==> config.mk <==
export PLATFORM = sky130hd
export DESIGN_NAME = hfdn_engine
export DESIGN_NICKNAME = d
export VERILOG_FILES = /design/src/rtl/core/hfdn_pkg.sv /design/src/rtl/core/hfdn_engine.sv
export SDC_FILE = /design/constraint.sdc
export NUM_CORES = 2
export LEC_CHECK = 0
export BUFFER_PORTS_ARGS = -buffer_cell sky130_fd_sc_hd__buf_2
export CORE_ASPECT_RATIO = 1.2
export CORE_MARGIN = 2
export CORE_UTILIZATION = 56
export DETAILED_ROUTE_END_ITERATION = 12
export PLACE_DENSITY = 0.73
export SYNTH_ARGS = -nofsm -noshare
export SYNTH_HDL_FRONTEND = slang
export SYNTH_SLANG_ARGS = --single-unit
==> constraint.sdc <==
create_clock -name clk -period 12.1 [get_ports clk]
set_input_delay 0 -clock clk [delete_from_list [all_inputs] [get_ports clk]]
set_output_delay 0 -clock clk [all_outputs]
set_load 0.1 [all_outputs]
==> src/rtl/core/hfdn_pkg.sv <==
`timescale 1ns / 1ps
`default_nettype none
// ============================================================================
// hfdn_pkg
// Shared constants, widths and types of the Householder FDN reverb core.
// ============================================================================
package hfdn_pkg;

    localparam int MAX_LINES     = 8;
    localparam int ADDR_BITS     = 16;
    localparam int DELAY_WORDS   = 1 << ADDR_BITS;
    localparam int SAMPLE_BITS   = 24;
    localparam int COEF_BITS     = 18;
    localparam int OFFSET_BITS   = 16;
    localparam int LEAK_BITS     = 16;
    localparam int LEAK_FRAC     = 15;
    localparam int COUNT_BITS    = 4;
    localparam int INDEX_BITS    = 3;

    localparam int LINE_IDX_BITS = $clog2(MAX_LINES);
    localparam int LINE_CNT_BITS = $clog2(MAX_LINES + 1);
    localparam int LINE_CAP      = MAX_LINES & ~3;

    // configuration register indexes
    localparam logic CFG_LINE_COUNT    = 1'b0;
    localparam logic CFG_FEEDBACK_LEAK = 1'b1;

    // input item kinds
    localparam logic OP_AUDIO = 1'b0;
    localparam logic OP_LOAD  = 1'b1;

    typedef logic [ADDR_BITS-1:0]            addr_t;
    typedef logic signed [SAMPLE_BITS-1:0]   sample_t;
    typedef logic signed [COEF_BITS-1:0]     coef_t;
    typedef logic [OFFSET_BITS-1:0]          offset_t;
    typedef logic [LINE_IDX_BITS-1:0]        idx_t;
    typedef logic [LINE_CNT_BITS-1:0]        cnt_t;

    typedef struct packed {
        logic                  we;
        addr_t                 addr;
        sample_t               wdata;
    } mem_req_t;

    typedef struct packed {
        logic                  load;
        logic                  state_we;
        idx_t                  idx;
        offset_t               end_offset;
        coef_t                 gain_in;
        coef_t                 gain_fb;
        sample_t               state;
    } line_wr_t;

    typedef struct packed {
        offset_t               end_offset;
        coef_t                 gain_in;
        coef_t                 gain_fb;
        sample_t               state;
    } line_rd_t;

    typedef struct packed {
        logic [COUNT_BITS-1:0]       line_count;
        logic signed [LEAK_BITS-1:0] feedback_leak;
    } cfg_t;

    typedef struct packed {
        logic                  op;
        sample_t               audio_in;
        logic [INDEX_BITS-1:0] line_index;
        offset_t               line_end_offset;
        coef_t                 line_gain_input;
        coef_t                 line_gain_feedback;
    } in_item_t;

    typedef struct packed {
        logic                  valid;
        sample_t               left_out;
        sample_t               right_out;
    } result_t;

endpackage
`default_nettype wire

==> src/rtl/core/hfdn_engine.sv <==
`timescale 1ns / 1ps
`default_nettype none
// ============================================================================
// hfdn_engine
// Sequencer: clear sweep, line reads, output sums, leak, per-line filter and
// write-back through the shared delay memory.
// ============================================================================
module hfdn_engine (
    input  wire logic               clk,
    input  wire logic               rst_n,
    input  wire hfdn_pkg::cfg_t     cfg,
    input  wire logic               in_valid,
    input  wire hfdn_pkg::in_item_t in_item,
    output logic                    ready,
    input  wire logic               out_free,
    output hfdn_pkg::result_t       res,
    output hfdn_pkg::mem_req_t      mem_req,
    input  wire hfdn_pkg::sample_t  mem_rdata,
    output hfdn_pkg::line_wr_t      line_wr,
    output hfdn_pkg::idx_t          rd_idx,
    input  wire hfdn_pkg::line_rd_t line_rd
);
    import hfdn_pkg::*;

    localparam int SUM_BITS     = SAMPLE_BITS + LINE_IDX_BITS;
    localparam int PROD_BITS    = SUM_BITS + LEAK_BITS;
    localparam int TRICKLE_BITS = PROD_BITS - LEAK_FRAC;
    localparam int TX_BITS      = TRICKLE_BITS + 1;
    localparam int ACC_BITS     = TX_BITS + 1;
    localparam int P1_BITS      = ACC_BITS + COEF_BITS;
    localparam int P2_BITS      = SAMPLE_BITS + COEF_BITS;
    localparam int YSUM_BITS    = P1_BITS + 1;
    localparam int YQ_BITS      = YSUM_BITS - COEF_BITS + 1;

    typedef enum logic [6:0] {
        ST_CLEAR   = 7'b0000001,
        ST_IDLE    = 7'b0000010,
        ST_READ    = 7'b0000100,
        ST_LEAK    = 7'b0001000,
        ST_TRICKLE = 7'b0010000,
        ST_MUL     = 7'b0100000,
        ST_WRITE   = 7'b1000000
    } state_t;

    typedef logic signed [SUM_BITS-1:0] sum_t;

    state_t state_reg, state_next;
    addr_t  clr_cnt_reg, clr_cnt_next;
    addr_t  base_reg, base_next;
    cnt_t   n_reg, n_next;
    cnt_t   rd_j_reg, rd_j_next;
    logic   pend_reg, pend_next;
    idx_t   pend_idx_reg, pend_idx_next;
    idx_t   j_reg, j_next;

    sample_t x_reg, x_next;
    sum_t    sum_reg, sum_next;
    sum_t    left_reg, left_next;
    sum_t    right_reg, right_next;
    sample_t reads_reg [MAX_LINES];
    sample_t reads_next [MAX_LINES];
    logic signed [PROD_BITS-1:0] prod_reg, prod_next;
    logic signed [TX_BITS-1:0]   tx_reg, tx_next;
    logic signed [P1_BITS-1:0]   p1_reg, p1_next;
    logic signed [P2_BITS-1:0]   p2_reg, p2_next;

    logic signed [PROD_BITS-1:0] prod_rnd;
    logic signed [ACC_BITS-1:0]  acc;
    logic signed [YSUM_BITS-1:0] ysum;
    sample_t                     y;
    cnt_t                        j_plus;
    idx_t                        nxt;
    cnt_t                        active_n;
    logic                        load_ok;
    int unsigned                 n_int;
    offset_t                     rd_off;

    function automatic sample_t sat_q(input logic signed [YQ_BITS-1:0] v);
        logic [YQ_BITS-SAMPLE_BITS:0] upper;
        upper = v[YQ_BITS-1:SAMPLE_BITS-1];
        if ((&upper) || !(|upper))
            return v[SAMPLE_BITS-1:0];
        else if (v[YQ_BITS-1])
            return {1'b1, {(SAMPLE_BITS-1){1'b0}}};
        else
            return {1'b0, {(SAMPLE_BITS-1){1'b1}}};
    endfunction

    // line count: drop low two bits, clamp to four .. cap
    always_comb
    begin
        n_int = 32'(cfg.line_count) & 32'hC;
        if (n_int < 32'd4)
            n_int = 32'd4;
        if (n_int > 32'(LINE_CAP))
            n_int = 32'(LINE_CAP);
        active_n = cnt_t'(n_int);
    end

    assign load_ok  = 32'(in_item.line_index) < 32'(MAX_LINES);
    assign j_plus   = cnt_t'(j_reg) + cnt_t'(1);
    assign nxt      = (j_plus < n_reg) ? idx_t'(j_plus) : '0;
    assign prod_rnd = prod_reg + PROD_BITS'(1 << (LEAK_FRAC - 1));
    assign acc      = ACC_BITS'(reads_reg[nxt]) + ACC_BITS'(tx_reg);
    assign ysum     = YSUM_BITS'(p1_reg) + YSUM_BITS'(p2_reg)
                    + YSUM_BITS'(1 << (COEF_BITS - 2));
    assign y        = sat_q(ysum[YSUM_BITS-1:COEF_BITS-1]);
    assign rd_off   = (rd_j_reg == '0) ? '0 : line_rd.end_offset;
    assign ready    = (state_reg == ST_IDLE);

    always_comb
    begin
        state_next    = state_reg;
        clr_cnt_next  = clr_cnt_reg;
        base_next     = base_reg;
        n_next        = n_reg;
        rd_j_next     = rd_j_reg;
        pend_next     = pend_reg;
        pend_idx_next = pend_idx_reg;
        j_next        = j_reg;
        x_next        = x_reg;
        sum_next      = sum_reg;
        left_next     = left_reg;
        right_next    = right_reg;
        reads_next    = reads_reg;
        prod_next     = prod_reg;
        tx_next       = tx_reg;
        p1_next       = p1_reg;
        p2_next       = p2_reg;
        mem_req       = '0;
        line_wr       = '0;
        res           = '0;
        rd_idx        = j_reg;

        case (state_reg)
            ST_CLEAR:
            begin
                mem_req.we   = 1'b1;
                mem_req.addr = clr_cnt_reg;
                clr_cnt_next = clr_cnt_reg + addr_t'(1);
                if (clr_cnt_reg == '1)
                    state_next = ST_IDLE;
            end
            ST_IDLE:
            begin
                if (in_valid)
                begin
                    if (in_item.op == OP_LOAD)
                    begin
                        line_wr.load       = load_ok;
                        line_wr.idx        = idx_t'(in_item.line_index);
                        line_wr.end_offset = in_item.line_end_offset;
                        line_wr.gain_in    = in_item.line_gain_input;
                        line_wr.gain_fb    = in_item.line_gain_feedback;
                    end
                    else
                    begin
                        x_next     = in_item.audio_in;
                        n_next     = active_n;
                        rd_j_next  = '0;
                        pend_next  = 1'b0;
                        sum_next   = '0;
                        left_next  = '0;
                        right_next = '0;
                        state_next = ST_READ;
                    end
                end
            end
            ST_READ:
            begin
                // line j reads at the end of line j-1, line 0 at the base
                rd_idx = idx_t'(rd_j_reg - cnt_t'(1));
                if (rd_j_reg < n_reg)
                begin
                    mem_req.addr  = base_reg + addr_t'(rd_off);
                    pend_next     = 1'b1;
                    pend_idx_next = idx_t'(rd_j_reg);
                    rd_j_next     = rd_j_reg + cnt_t'(1);
                end
                else
                begin
                    pend_next = 1'b0;
                end
                if (pend_reg)
                begin
                    reads_next[pend_idx_reg] = mem_rdata;
                    sum_next = sum_reg + sum_t'(mem_rdata);
                    if (pend_idx_reg[0])
                        left_next = left_reg - sum_t'(mem_rdata);
                    else
                        left_next = left_reg + sum_t'(mem_rdata);
                    if (pend_idx_reg[1])
                        right_next = right_reg - sum_t'(mem_rdata);
                    else
                        right_next = right_reg + sum_t'(mem_rdata);
                    if (rd_j_reg == n_reg)
                        state_next = ST_LEAK;
                end
            end
            ST_LEAK:
            begin
                prod_next = PROD_BITS'(sum_reg) * PROD_BITS'(cfg.feedback_leak);
                // hold until the output register can take the result
                if (out_free)
                begin
                    res.valid     = 1'b1;
                    res.left_out  = sat_q(YQ_BITS'(left_reg));
                    res.right_out = sat_q(YQ_BITS'(right_reg));
                    state_next    = ST_TRICKLE;
                end
            end
            ST_TRICKLE:
            begin
                tx_next    = TX_BITS'($signed(prod_rnd[PROD_BITS-1:LEAK_FRAC]))
                           + TX_BITS'(x_reg);
                j_next     = '0;
                state_next = ST_MUL;
            end
            ST_MUL:
            begin
                p1_next    = P1_BITS'($signed(line_rd.gain_in)) * P1_BITS'(acc);
                p2_next    = P2_BITS'($signed(line_rd.gain_fb))
                           * P2_BITS'($signed(line_rd.state));
                state_next = ST_WRITE;
            end
            ST_WRITE:
            begin
                mem_req.we       = 1'b1;
                mem_req.addr     = base_reg + addr_t'(line_rd.end_offset);
                mem_req.wdata    = y;
                line_wr.state_we = 1'b1;
                line_wr.idx      = j_reg;
                line_wr.state    = y;
                if (j_plus == n_reg)
                begin
                    base_next  = base_reg + addr_t'(1);
                    state_next = ST_IDLE;
                end
                else
                begin
                    j_next     = idx_t'(j_plus);
                    state_next = ST_MUL;
                end
            end
            default:
            begin
                state_next = ST_IDLE;
            end
        endcase
    end

    always_ff @(posedge clk or negedge rst_n)
    begin
        if (!rst_n)
        begin
            state_reg    <= ST_CLEAR;
            clr_cnt_reg  <= '0;
            base_reg     <= '0;
            n_reg        <= '0;
            rd_j_reg     <= '0;
            pend_reg     <= 1'b0;
            pend_idx_reg <= '0;
            j_reg        <= '0;
        end
        else
        begin
            state_reg    <= state_next;
            clr_cnt_reg  <= clr_cnt_next;
            base_reg     <= base_next;
            n_reg        <= n_next;
            rd_j_reg     <= rd_j_next;
            pend_reg     <= pend_next;
            pend_idx_reg <= pend_idx_next;
            j_reg        <= j_next;
        end
    end

    always_ff @(posedge clk)
    begin
        x_reg     <= x_next;
        sum_reg   <= sum_next;
        left_reg  <= left_next;
        right_reg <= right_next;
        reads_reg <= reads_next;
        prod_reg  <= prod_next;
        tx_reg    <= tx_next;
        p1_reg    <= p1_next;
        p2_reg    <= p2_next;
    end

endmodule
`default_nettype wire

==> results.md <==
* Run status: finished, final reports clean
* Largest area contributor in the netlist: fa_1
* Worst setup SP type: flip-flop
* CP Capture Type: flip-flop
* Worst Path Required at approximately 12 ns
* H-Tree Depth at 2
* Syn Area/Cell at 9.70 um^2
* CP max-delay cell: o311ai_0
* Final hold vios at 0
* Synth top area share at between 30% and 40%
* Drt drc at 0
* Worst Path Class, Setup: flip-flop to flip-flop
* Worst-path clk slew at 0.07 ns
* Post-Synthesis Cells at 8148
* Final ANT Viol Nets at 0
* Die width at roughly 350 um
* IO Count at roughly 380
* Initial antenna violation count at 7
* Die ar. at roughly 140000 um^2
* Top FF cell, synth: edfxtp_1
* Largest net degree at the start of global routing at 71
* # clock sinks at between 400 and 500
* Worst hold slack at between 0.01 and 0.015 ns
* Final setup fails at 0
* Post-synth ARST share at a little over a tenth
* GP Congestion at 0.929
* EDFF count, synth at approximately 450
* Util after Layout at approximately three fifths
* Initial core utilization at approximately 56%
* Cell area after technology mapping at 79000 um^2
* Pins Over Slew Limit at 0
* Syn-to-layout area delta at 7.54%
* CP bufs+invs at 7
* Max-cap viol count at 0
* Root buffer cell: clkbuf_16
* Vias in the first global route at ~64000
* Min Tclk post-route at about 11 ns
* Final Skew at between 0.07 and 0.08 ns
* Clock Tree Buf Depth at 3
* Worst-path fanout max at 22
* Congestion Overflow GR at 0
* Drt pass-1 iters at 6
* Post-Syn Nets at 10313
* Max reg flops at ~190
* Row cnt at approximately 150
* CTS tree: done
* Total Nets Final at about 11000
* Period utilization at ~94%
* Worst EP arrival at 11.75 ns
* Chip height at roughly 420 um
* Routed via count at ~59000
* Pre-CTS WS at approximately 0.3 ns
* Crit path max-delay family: adder cells
* Num CTS Buffers at 52
* Synth cell types at 92
* Hold WC Path Type: primary input to asynchronous set/reset pin
* First-pass GRT wire length at 337000 um
* Yosys reg bits at just under 500
* Port buffer count at between 300 and 400
* Post-detail-place hpwl at between 150000 and 200000 um
* Final wirelength at approximately 210000 um
* Global Route Usage Sum at around 30%
* Drt wl/cell at just over 20 um
* Fmax at just under 0.09 GHz
* Iteration-0 DRC Markers at between 4000 and 5000
* Slew of the pin with the lowest slew margin at between 1 and 1.5 ns
* Sequential share of the synthesized area at 18.6%
* Drt via density at 5.77
* Top post-synthesis cells by area: fa_1 (35%), edfxtp_1 (17%), ha_1 (9.4%)
* CP max stage delay at roughly 0.54 ns
* Most common cell on crit path: fa_1
* Share of layout cells above drive strength 1 at under 10%
* Syn. warnings at 0
* Clk Latency, worst-skew pair at ~0.7 ns
* Layout fillers at 11788
* Relative slew slack at between 10% and 20%
* PnR worst setup slack at around 0.7 ns
* Core ar. at about 140000 um^2
path summary, 6_finish.rpt:
| path | startpoint | endpoint | slack [ns] | cells after the start |
|---|---|---|---|---|
| worst max-delay path | j_reg[0] | p1_reg[45] | 0.69 | 40 |
| worst min-delay path | rst_n | j_reg[1] | 0.01 | 3 |
| worst max register to register | j_reg[0] | p1_reg[45] | 0.69 | 40 |
| worst min register to register | clr_cnt_reg[9] | clr_cnt_reg[9] | 0.49 | 1 |
| max in group asynchronous | rst_n | base_reg[12] | 11.60 | 3 |
| min in group clk | in_item[70] | x_reg[15] | 0.04 | 2 |
through the flow:
step	TNS (ns)	area (um^2)	std cells
2_1_floorplan	0	79000	8148
3_3_place_gp	0	82500	10084
3_5_place_dp	0	82500	10084
4_1_cts	0	84900	10239
5_1_grt	-0.0534	85000	10245
6_report	0	85000	10245
final cells by class:
class	count	area, um^2	share of cell area, %
Multi-Input combinational cell	5820	57500	67.7
Tap cell	1836	2300	2.70
Timing Repair Buffer	529	3190	3.76
Clock buffer	62	1350	1.59
Inverter	1460	5480	6.45
Clock inverter	36	445	0.524
Sequential cell	497	14700	17.3
Antenna cell	5	12.5	0.0147
cell usage after synthesis (116+ instances only):
cell / count
nor2_1: 290
a21oi_1: 276
nand2_1: 1070
ha_1: 593
inv_1: 1460
o21ai_0: 143
edfxtp_1: 445
a21o_1: 116
xnor2_1: 288
and2_1: 494
clkbuf_1: 332
fa_1: 1368
routing by layer:
layer | vias to the layer above | wire, um | global-route usage [%]
met1 | 29913 | 75600 | 35.0
met5 | - | 27 | 0
met3 | 664 | 12800 | 3.16
met2 | 2244 | 106000 | 52.2
li1 | 26279 | - | -
met4 | 4 | 15500 | 19.0
cell families (layout without fill, tap and decap cells):
group                    Yosys count  in the layout  share of synthesized area (%)
other                              0              5                              0
buffers and inverters           1831           2087                           8.83
multiplexers                      56             56                           1.13
AND/OR/NAND/NOR                 2416           2416                           14.7
AO/OA/AOI/OAI                   1006           1006                           8.56
adder cells (fa/ha/maj)         1961           1961                           44.0
XOR/XNOR                         381            381                           4.23
flip-flops                       497            497                           18.6
worst register-to-register path, delay by kind of cell (launching register included):
| family | cells | cell delay, ns |
|---|---|---|
| adder cells (fa/ha/maj) | 10 | 4.11 |
| AO/OA/AOI/OAI | 14 | 3.48 |
| AND/OR/NAND/NOR | 8 | 2.02 |
| buffers and inverters | 7 | 0.77 |
| flip-flops | 1 | 0.45 |
| XOR/XNOR | 1 | 0.24 |
layout by cell type (no fill, tap or decap), types with 37 or more instances in the layout:
master and instances:
a21o_1 116, a21oi_1 274, a221oi_1 51, and2_1 494, and3_1 37, buf_2 375
buf_4 95, clkbuf_16 52, dfrtp_1 51, dlygate4sd3_1 57, edfxtp_1 445, fa_1 1368
ha_1 593, inv_1 1460, nand2_1 1069, nand2b_1 110, nand3_1 84, nand4_1 37
nor2_1 285, nor2b_1 86, nor3_1 89, o21a_1 95, o21ai_0 142, o21bai_1 41
o31ai_1 38, xnor2_1 284, xor2_1 92
timing repair:
action                                  CTS  global route
endpoints found under the setup margin    0            17
hold endpoints to repair                279             0
buffers inserted                          0             1
resized for setup                         0            11
hold buffers                             57             0
Power is left out: the tool's default activity adds up to more than one toggle a clock period on the data nets, which glitch-free logic cannot reach.
