===== config.mk =====
export PLATFORM = sky130hd
export DESIGN_NAME = hfdn_line_regs
export DESIGN_NICKNAME = d
export VERILOG_FILES = /design/src/rtl/core/hfdn_pkg.sv /design/src/rtl/core/hfdn_line_regs.sv
export SDC_FILE = /design/constraint.sdc
export NUM_CORES = 1
export LEC_CHECK = 0
export BUFFER_PORTS_ARGS = -buffer_cell sky130_fd_sc_hd__clkbuf_2
export CAP_MARGIN = 20
export CORE_MARGIN = 3
export CORE_UTILIZATION = 45
export CTS_BUF_LIST = sky130_fd_sc_hd__clkbuf_8
export DETAILED_ROUTE_END_ITERATION = 8
export PLACE_DENSITY = 0.73
export SYNTH_ARGS = -nofsm -noshare
export SYNTH_HDL_FRONTEND = slang
export SYNTH_SLANG_ARGS = --single-unit

===== constraint.sdc =====
create_clock -name clk -period 2.4 [get_ports clk]
set_input_delay 0.24 -clock clk [delete_from_list [all_inputs] [get_ports clk]]
set_output_delay 0.24 -clock clk [all_outputs]
set_load 0.01 [all_outputs]

===== src/rtl/core/hfdn_pkg.sv =====
`timescale 1ns / 1ps
`default_nettype none
// ============================================================================
// hfdn_pkg
// Shared constants, widths and types of the Householder FDN reverb core.
// ============================================================================
package hfdn_pkg;

    localparam int MAX_LINES     = 8;
    localparam int ADDR_BITS     = 16;
    localparam int DELAY_WORDS   = 1 << ADDR_BITS;
    localparam int SAMPLE_BITS   = 24;
    localparam int COEF_BITS     = 18;
    localparam int OFFSET_BITS   = 16;
    localparam int LEAK_BITS     = 16;
    localparam int LEAK_FRAC     = 15;
    localparam int COUNT_BITS    = 4;
    localparam int INDEX_BITS    = 3;

    localparam int LINE_IDX_BITS = $clog2(MAX_LINES);
    localparam int LINE_CNT_BITS = $clog2(MAX_LINES + 1);
    localparam int LINE_CAP      = MAX_LINES & ~3;

    // configuration register indexes
    localparam logic CFG_LINE_COUNT    = 1'b0;
    localparam logic CFG_FEEDBACK_LEAK = 1'b1;

    // input item kinds
    localparam logic OP_AUDIO = 1'b0;
    localparam logic OP_LOAD  = 1'b1;

    typedef logic [ADDR_BITS-1:0]            addr_t;
    typedef logic signed [SAMPLE_BITS-1:0]   sample_t;
    typedef logic signed [COEF_BITS-1:0]     coef_t;
    typedef logic [OFFSET_BITS-1:0]          offset_t;
    typedef logic [LINE_IDX_BITS-1:0]        idx_t;
    typedef logic [LINE_CNT_BITS-1:0]        cnt_t;

    typedef struct packed {
        logic                  we;
        addr_t                 addr;
        sample_t               wdata;
    } mem_req_t;

    typedef struct packed {
        logic                  load;
        logic                  state_we;
        idx_t                  idx;
        offset_t               end_offset;
        coef_t                 gain_in;
        coef_t                 gain_fb;
        sample_t               state;
    } line_wr_t;

    typedef struct packed {
        offset_t               end_offset;
        coef_t                 gain_in;
        coef_t                 gain_fb;
        sample_t               state;
    } line_rd_t;

    typedef struct packed {
        logic [COUNT_BITS-1:0]       line_count;
        logic signed [LEAK_BITS-1:0] feedback_leak;
    } cfg_t;

    typedef struct packed {
        logic                  op;
        sample_t               audio_in;
        logic [INDEX_BITS-1:0] line_index;
        offset_t               line_end_offset;
        coef_t                 line_gain_input;
        coef_t                 line_gain_feedback;
    } in_item_t;

    typedef struct packed {
        logic                  valid;
        sample_t               left_out;
        sample_t               right_out;
    } result_t;

endpackage
`default_nettype wire


===== src/rtl/core/hfdn_line_regs.sv =====
`timescale 1ns / 1ps
`default_nettype none
// ============================================================================
// hfdn_line_regs
// Per-line end offsets, filter gains and one-pole filter state.
// ============================================================================
module hfdn_line_regs (
    input  wire logic               clk,
    input  wire logic               rst_n,
    input  wire hfdn_pkg::line_wr_t wr,
    input  wire hfdn_pkg::idx_t     rd_idx,
    output hfdn_pkg::line_rd_t      rd
);
    import hfdn_pkg::*;

    offset_t end_reg   [MAX_LINES];
    coef_t   gin_reg   [MAX_LINES];
    coef_t   gfb_reg   [MAX_LINES];
    sample_t state_reg [MAX_LINES];

    always_ff @(posedge clk or negedge rst_n)
    begin
        if (!rst_n)
        begin
            for (int i = 0; i < MAX_LINES; i++)
            begin
                end_reg[i]   <= '0;
                gin_reg[i]   <= '0;
                gfb_reg[i]   <= '0;
                state_reg[i] <= '0;
            end
        end
        else
        begin
            if (wr.load)
            begin
                end_reg[wr.idx] <= wr.end_offset;
                gin_reg[wr.idx] <= wr.gain_in;
                gfb_reg[wr.idx] <= wr.gain_fb;
            end
            if (wr.state_we)
            begin
                state_reg[wr.idx] <= wr.state;
            end
        end
    end

    always_comb
    begin
        rd.end_offset = end_reg[rd_idx];
        rd.gain_in    = gin_reg[rd_idx];
        rd.gain_fb    = gfb_reg[rd_idx];
        rd.state      = state_reg[rd_idx];
    end

endmodule
`default_nettype wire


==> results of run 1 <==
timing repair:
action | 4_1_cts | 5_1_grt
gates resized for setup | 0 | 0
hold buffers | 78 | 0
hold endpoints to repair | 992 | 0
worst min-delay path, stage by stage:
cell	delay, ns
sky130_fd_sc_hd__clkbuf_2	0.16
sky130_fd_sc_hd__nor4b_4	0.19
sky130_fd_sc_hd__mux2_2	0.22
metrics by stage:
step	instances	setup slack (ns)	power [mW]	instance area [um2]	hold WS [ns]
global route	2729	0.0431	30.4	32300	0.124
finish	2730	0.154	28.9	32300	0.157
global placement	2457	0.341	18.9	29200	0.118
detailed placement	2457	0.331	19.3	29200	0.120
floorplan	1569	0.623	17.3	27100	-0.0556
CTS	2727	0.0667	29.3	32300	0.0747
cells by family after synthesis:
| group | share of synthesized area, % |
|---|---|
| buf+inv | 2.28 |
| simple gates | 0.646 |
| flops | 56.1 |
| mux | 41.0 |
routing by layer:
metal	routed length [um]	track usage (%)
met3	2850	4.23
met2	30500	33.8
met4	852	4.59
met1	26800	26.8
met5	27	0
area by class of cell:
class | instances | area share, %
sequential | 608 | 47.1
timing repair buffer | 303 | 7.67
tap | 773 | 2.99
clock buffer | 142 | 6.05
antenna | 2 | 0.0155
multi-input combinational | 852 | 35.2
clock inverter | 50 | 0.930
worst paths after layout:
path | start | to | slack (ns)
worst min-delay path | wr[79] | state_reg[176]$_DFFE_PN0P_ | 0.16
min in group asynchronous | rst_n | gfb_reg[96]$_DFFE_PN0P_ | 0.24
worst max-delay path | gin_reg[39]$_DFFE_PN0P_ | rd[45] | 0.15
worst min register to register | end_reg[116]$_DFFE_PN0P_ | end_reg[116]$_DFFE_PN0P_ | 0.49
worst max register to register | gfb_reg[125]$_DFFE_PN0P_ | gfb_reg[125]$_DFFE_PN0P_ | 1.61
max in group asynchronous | rst_n | gfb_reg[107]$_DFFE_PN0P_ | 1.15
cells in the final DEF (no fill, tap or decap):
| cell type | synthesis | routed |
|---|---|---|
| sky130_fd_sc_hd__mux2_2 | 679 | 679 |
| sky130_fd_sc_hd__dfrtp_1 | 608 | 608 |
| sky130_fd_sc_hd__clkbuf_2 | 0 | 157 |
| sky130_fd_sc_hd__mux4_2 | 152 | 152 |
| sky130_fd_sc_hd__clkbuf_8 | 0 | 142 |
| sky130_fd_sc_hd__dlygate4sd3_1 | 0 | 78 |
| sky130_fd_sc_hd__buf_4 | 4 | 34 |
| sky130_fd_sc_hd__inv_1 | 0 | 30 |
| sky130_fd_sc_hd__buf_12 | 0 | 30 |
| sky130_fd_sc_hd__clkinv_2 | 0 | 10 |
| sky130_fd_sc_hd__nand4b_1 | 6 | 6 |
| sky130_fd_sc_hd__nor4bb_4 | 0 | 5 |
| sky130_fd_sc_hd__mux2_1 | 5 | 5 |
| sky130_fd_sc_hd__inv_6 | 0 | 4 |
| sky130_fd_sc_hd__buf_8 | 0 | 3 |
| sky130_fd_sc_hd__diode_2 | 0 | 2 |
| sky130_fd_sc_hd__nand4_1 | 2 | 2 |
| sky130_fd_sc_hd__nor4b_4 | 2 | 2 |
| sky130_fd_sc_hd__bufinv_16 | 0 | 2 |
| sky130_fd_sc_hd__clkinvlp_4 | 0 | 2 |
| sky130_fd_sc_hd__and4bb_4 | 0 | 1 |
| sky130_fd_sc_hd__inv_12 | 0 | 1 |
| sky130_fd_sc_hd__inv_8 | 0 | 1 |
| sky130_fd_sc_hd__buf_6 | 15 | 1 |
power by group through the flow:
stage                     Combinational [mW]  Sequential (mW)  Clock (mW)
after floorplan                         3.98             13.4           0
after global placement                  5.30             13.6           0
after detailed placement                5.51             13.8           0
after CTS                               5.65             13.6        10.0
after global routing                    6.01             13.9        10.5
final                                   5.54             13.6        9.72
==> results.json, run 1 <==
{
  "cts_tree": "built",
  "syn_area_um2": 27100,
  "post_route_antenna_net_violation_count": 0,
  "number_of_buffers_added_for_setup_after_cts": 0,
  "hold_path_class": "input port to flip-flop",
  "synth_flop_cell": "sky130_fd_sc_hd__dfrtp_1",
  "drc_errors": 0,
  "syn_inst": 1569,
  "clockPowerShare_pct": 33.7,
  "timing.final.crit_share_pct": 93.6,
  "cp.buffers_inverters": 1,
  "layout-drive-gt1-share_pct": 62.7,
  "global_route.usage.total_pct": 20.0,
  "post_synth_arst_share_pct": 100,
  "internal_power_mw": 21.5,
  "drt_pass1_iterations": 4,
  "period_minus_slack_ns": 2.25,
  "vias_in_the_first_global_route": 17394,
  "finalSetupViolations": 0,
  "cpLargestDelayFamily": "multiplexers",
  "yosys.cell_count.top_type": "sky130_fd_sc_hd__mux2_2",
  "gp_congestion": 0.729,
  "synth_nets": 1655,
  "timing.critical_path.depth": 3,
  "timing.reg2reg.worst_path_depth": 1,
  "timing.max_slew.rel_slack_pct": 62.1,
  "cap_violations": 0,
  "area_growth_syn_to_layout_pct": 19.0,
  "power_per_cell_area_nw_per_um2": 893,
  "combPwrFrac_pct": 19.2,
  "drt_iter0_markers": 682,
  "worst_setup_path_end_kind": "output port",
  "detail_route.wirelength_mm": 61.1,
  "yosys_register_bits": 608,
  "coreArea_um2": 59400,
  "synth.top_cells.by_area": "sky130_fd_sc_hd__dfrtp_1 56%, sky130_fd_sc_hd__mux2_2 28%, sky130_fd_sc_hd__mux4_2 13%, sky130_fd_sc_hd__buf_2 1.2%, sky130_fd_sc_hd__buf_6 0.62%",
  "fp.dieArea_um2": 63300,
  "cts.path.max_buffers": 3,
  "antenna_found_initial": 5,
  "synth_seq_area_share_pct": 56.1,
  "power.leakage_nw": 14.0,
  "global_route_wire_length_before_repair_mm": 99.3,
  "critPathMaxFanout": 2,
  "drt-wirelength-per-cell_um": 22.4,
  "ios": 162,
  "power.share.switching_pct": 25.5,
  "cts.clk_slew.worst_paths_ns": 0.06,
  "ys_warn_count": 0,
  "synth.top_cell.area_share_pct": 56.1,
  "timing.critical_path.slowest_stage_cell": "sky130_fd_sc_hd__mux4_2",
  "vias_per_cell": 5.58,
  "die_height_um": 252,
  "critPathKind": "flip-flop to output port",
  "numClockSinks": 608,
  "status": "finished, final reports clean",
  "hold_path_depth": 3,
  "final-max-slew-violation-count": 0,
  "power.sequential.fraction_pct": 47.1,
  "critical_path_arrival_ns": 2.01,
  "floorplan.rows": 89,
  "totalNegativeSetupSlack_ns": 0,
  "fmaxAchievable_ghz": 0.445,
  "final_hold_viols": 0,
  "total_switching_power_mw": 7.35,
  "initial_cell_density_of_the_core_pct": 45.7,
  "synth_area_leader_cell": "sky130_fd_sc_hd__dfrtp_1",
  "synth_area_per_cell_um2": 17.3,
  "worst_pin_slew_ns": 0.566,
  "vdd_ir_drop_max_v": 0.000538,
  "final_core_utilization_pct": 54.4,
  "fp.dieW_um": 252,
  "cts-buffers-inserted": 105,
  "nets": 1956,
  "largest_reg_flops": 192,
  "sequential_cell_area_um2": 15200,
  "synth-edff-count": 0,
  "timing.critical_path.cells": "mux4_2 -> mux2_2 -> clkbuf_2",
  "grt_max_degree": 91,
  "crit_path_max_incr_delay_ns": 0.52,
  "multi_input_comb_area_um2": 11400,
  "post_synth_num_cell_types": 14,
  "cts_htree_levels": 3,
  "routed_vias": 15246,
  "hpwlAfterDp_mm": 35.9,
  "fin_skew_ns": 0,
  "clk-insertion-delay-late_ns": 0.68,
  "port_buffers": 161,
  "top_cells_by_count_synth": "679 x sky130_fd_sc_hd__mux2_2, 608 x sky130_fd_sc_hd__dfrtp_1, 152 x sky130_fd_sc_hd__mux4_2",
  "clock-root-buffer": "sky130_fd_sc_hd__clkbuf_8",
  "critPathRequiredTime_ns": 2.16,
  "cp-start-kind": "flip-flop",
  "overflow": 0,
  "grt_setup_unrepaired": "no",
  "fillerInstances": 4721
}
No activity file was read; power rests on OpenSTA's default activity.
==> run 2: changes to the inputs <==
Settings changed: CELL_PAD_IN_SITES_DETAIL_PLACEMENT set to 2, CELL_PAD_IN_SITES_GLOBAL_PLACEMENT set to 2, PLACE_DENSITY 0.73 to 0.89.
==> run 2 against run 1 <==
  * Die area unchanged
  * Worst hold slack worse by 0.059 ns
  * Maximum frequency down 2.6%
  * Clock-buffer cell count down 5
  * Clock skew unchanged
  * Final cell count up 0.11%
  * Global-route usage up 7.6 points
  * Highest routed layer unchanged
==> results.json, run 2 (synthesis gave the netlist of run 1 again) <==
{
  "status": "finished, final reports clean",
  "crit-reg2reg-launch": "gfb_reg[115]$_DFFE_PN0P_",
  "timing.reg2reg.worst_path_depth": 1,
  "clock-root-buffer": "sky130_fd_sc_hd__clkbuf_8",
  "critical_path.startpoint": "gin_reg[4]$_DFFE_PN0P_",
  "nets": 1962,
  "fin_skew_ns": 0,
  "cts_htree_levels": 3,
  "cts_tree": "built",
  "cts_resized": 0,
  "overflow": 0,
  "die_height_um": 252,
  "drt-wirelength-per-cell_um": 31.0,
  "crit_end": "rd[46]",
  "crit_path_max_incr_delay_ns": 0.50,
  "period_minus_slack_ns": 2.31,
  "drt_iter0_markers": 824,
  "final_hold_viols": 0,
  "layout-drive-gt1-share_pct": 62.7,
  "cpLargestDelayFamily": "multiplexers",
  "preCtsSetupSlack_ns": 0.329,
  "worst_setup_path_end_kind": "output port",
  "area_growth_syn_to_layout_pct": 19.2,
  "cp-start-kind": "flip-flop",
  "routed_vias": 15860,
  "standard_cell_area_after_detailed_placement_um2": 29300,
  "fp.dieArea_um2": 63300,
  "r2r_end": "gfb_reg[115]$_DFFE_PN0P_",
  "power_per_cell_area_nw_per_um2": 934,
  "final-max-slew-violation-count": 0,
  "vias_in_the_first_global_route": 19498,
  "port_buffers": 161,
  "critPathRequiredTime_ns": 2.16,
  "fp.dieW_um": 252,
  "drc_errors": 0,
  "cts-buffers-inserted": 105,
  "post_route_antenna_net_violation_count": 0,
  "final.setup.worst_slack_ns": 0.0940,
  "critPathMaxFanout": 2,
  "global_route_wire_length_before_repair_mm": 131,
  "antenna_found_initial": 5,
  "totalNegativeSetupSlack_ns": 0,
  "cap_violations": 0,
  "final_common_cell": "sky130_fd_sc_hd__mux2_2",
  "timing.max_slew.rel_slack_pct": 58.7,
  "internal_power_mw": 21.7,
  "hpwlAfterDp_mm": 46.4,
  "coreArea_um2": 59400,
  "combPwrFrac_pct": 20.1,
  "global_route.usage.total_pct": 27.6,
  "initial_cell_density_of_the_core_pct": 45.7,
  "number_of_buffers_added_for_setup_after_cts": 0,
  "layout_common_cells": "679 x sky130_fd_sc_hd__mux2_2, 608 x sky130_fd_sc_hd__dfrtp_1, 157 x sky130_fd_sc_hd__clkbuf_2",
  "critical_path_arrival_ns": 2.07,
  "grt_setup_unrepaired": "no",
  "largest_reg_flops": 192,
  "drt_pass1_iterations": 6,
  "timing.critical_path.slowest_stage_cell": "sky130_fd_sc_hd__mux4_2",
  "clk-insertion-delay-late_ns": 0.67,
  "ios": 162,
  "timing.final.crit_share_pct": 96.1,
  "power.leakage_nw": 14.0,
  "floorplan.rows": 89,
  "worst_pin_slew_ns": 0.618,
  "hold_path_class": "input port to async pin",
  "cts.hold.buffers_added": 77,
  "fmaxAchievable_ghz": 0.434,
  "regToRegSetupSlack_ns": 1.52,
  "cts.path.max_buffers": 3,
  "timing.critical_path.cells": "mux4_2 -> mux2_2 -> clkbuf_2",
  "vias_per_cell": 5.80,
  "grt_max_degree": 110,
  "numClockSinks": 608,
  "detail_route.wirelength_mm": 84.7,
  "timing.critical_path.depth": 3,
  "power.sequential.fraction_pct": 46.4,
  "finish.instance_area_um2": 32300,
  "gp_congestion": 0.718,
  "finalSetupViolations": 0,
  "cp.buffers_inverters": 1,
  "cts.clk_slew.worst_paths_ns": 0.06,
  "vdd_ir_drop_max_v": 0.000558,
  "critPathKind": "flip-flop to output port",
  "power.share.switching_pct": 28.3,
  "total_switching_power_mw": 8.55,
  "clockPowerShare_pct": 33.5
}
[run 2: cell count changes in the layout (fill, tap and decap cells not counted), sizes merged]
cell,delta
buf,+7
bufinv,+3
clkbuf,-5
clkinv,+2
clkinvlp,-1
dlygate4sd3,-1
inv,-2
[run 2: layer usage]
layer  part of all wire, %  GRT usage [%]
met1                    40           34.0
met2                    53           49.4
met3                   3.8           4.93
met4                   3.0           8.69
met5                 0.040              0
[run 2: layout make-up]
cell class	instances	area, um2
Antenna cell	2	5.00
Sequential cell	608	15200
Multi-Input combinational cell	852	11400
Fill cell	5085	27000
Clock buffer	137	1890
Tap cell	773	967
Clock inverter	52	350
Timing Repair Buffer	309	2540
[run 2: worst min path at each step]
stage          start                  endpoint  cells after the start
2_1_floorplan  rst_n    end_reg[0]$_DFFE_PN0P_                      0
3_3_place_gp   rst_n   end_reg[90]$_DFFE_PN0P_                      1
3_5_place_dp   rst_n   end_reg[90]$_DFFE_PN0P_                      1
4_1_cts        rst_n  end_reg[123]$_DFFE_PN0P_                      2
5_1_grt        rst_n   end_reg[74]$_DFFE_PN0P_                      2
6_report       rst_n   end_reg[74]$_DFFE_PN0P_                      2
[run 2: metrics by stage]
stage	utilization, %	std cells	hold slack (ns)	power [mW]
finish	54.5	2733	0.0988	30.2
global route	54.5	2732	0.0983	31.6
CTS	54.5	2731	0.0778	30.4
detailed placement	49.4	2465	0.220	19.7
global placement	49.4	2465	0.219	18.9
floorplan	-	1569	-0.0556	17.3
[run 2: power groups by stage]
| stage | Combinational [mW] | Sequential [mW] | Clock [mW] |
|---|---|---|---|
| after floorplan | 3.98 | 13.4 | 0 |
| after global placement | 5.32 | 13.6 | 0 |
| after detailed placement | 5.76 | 14.0 | 0 |
| after CTS | 6.09 | 14.0 | 10.3 |
| after global routing | 6.49 | 14.3 | 10.9 |
| final | 6.06 | 14.0 | 10.1 |
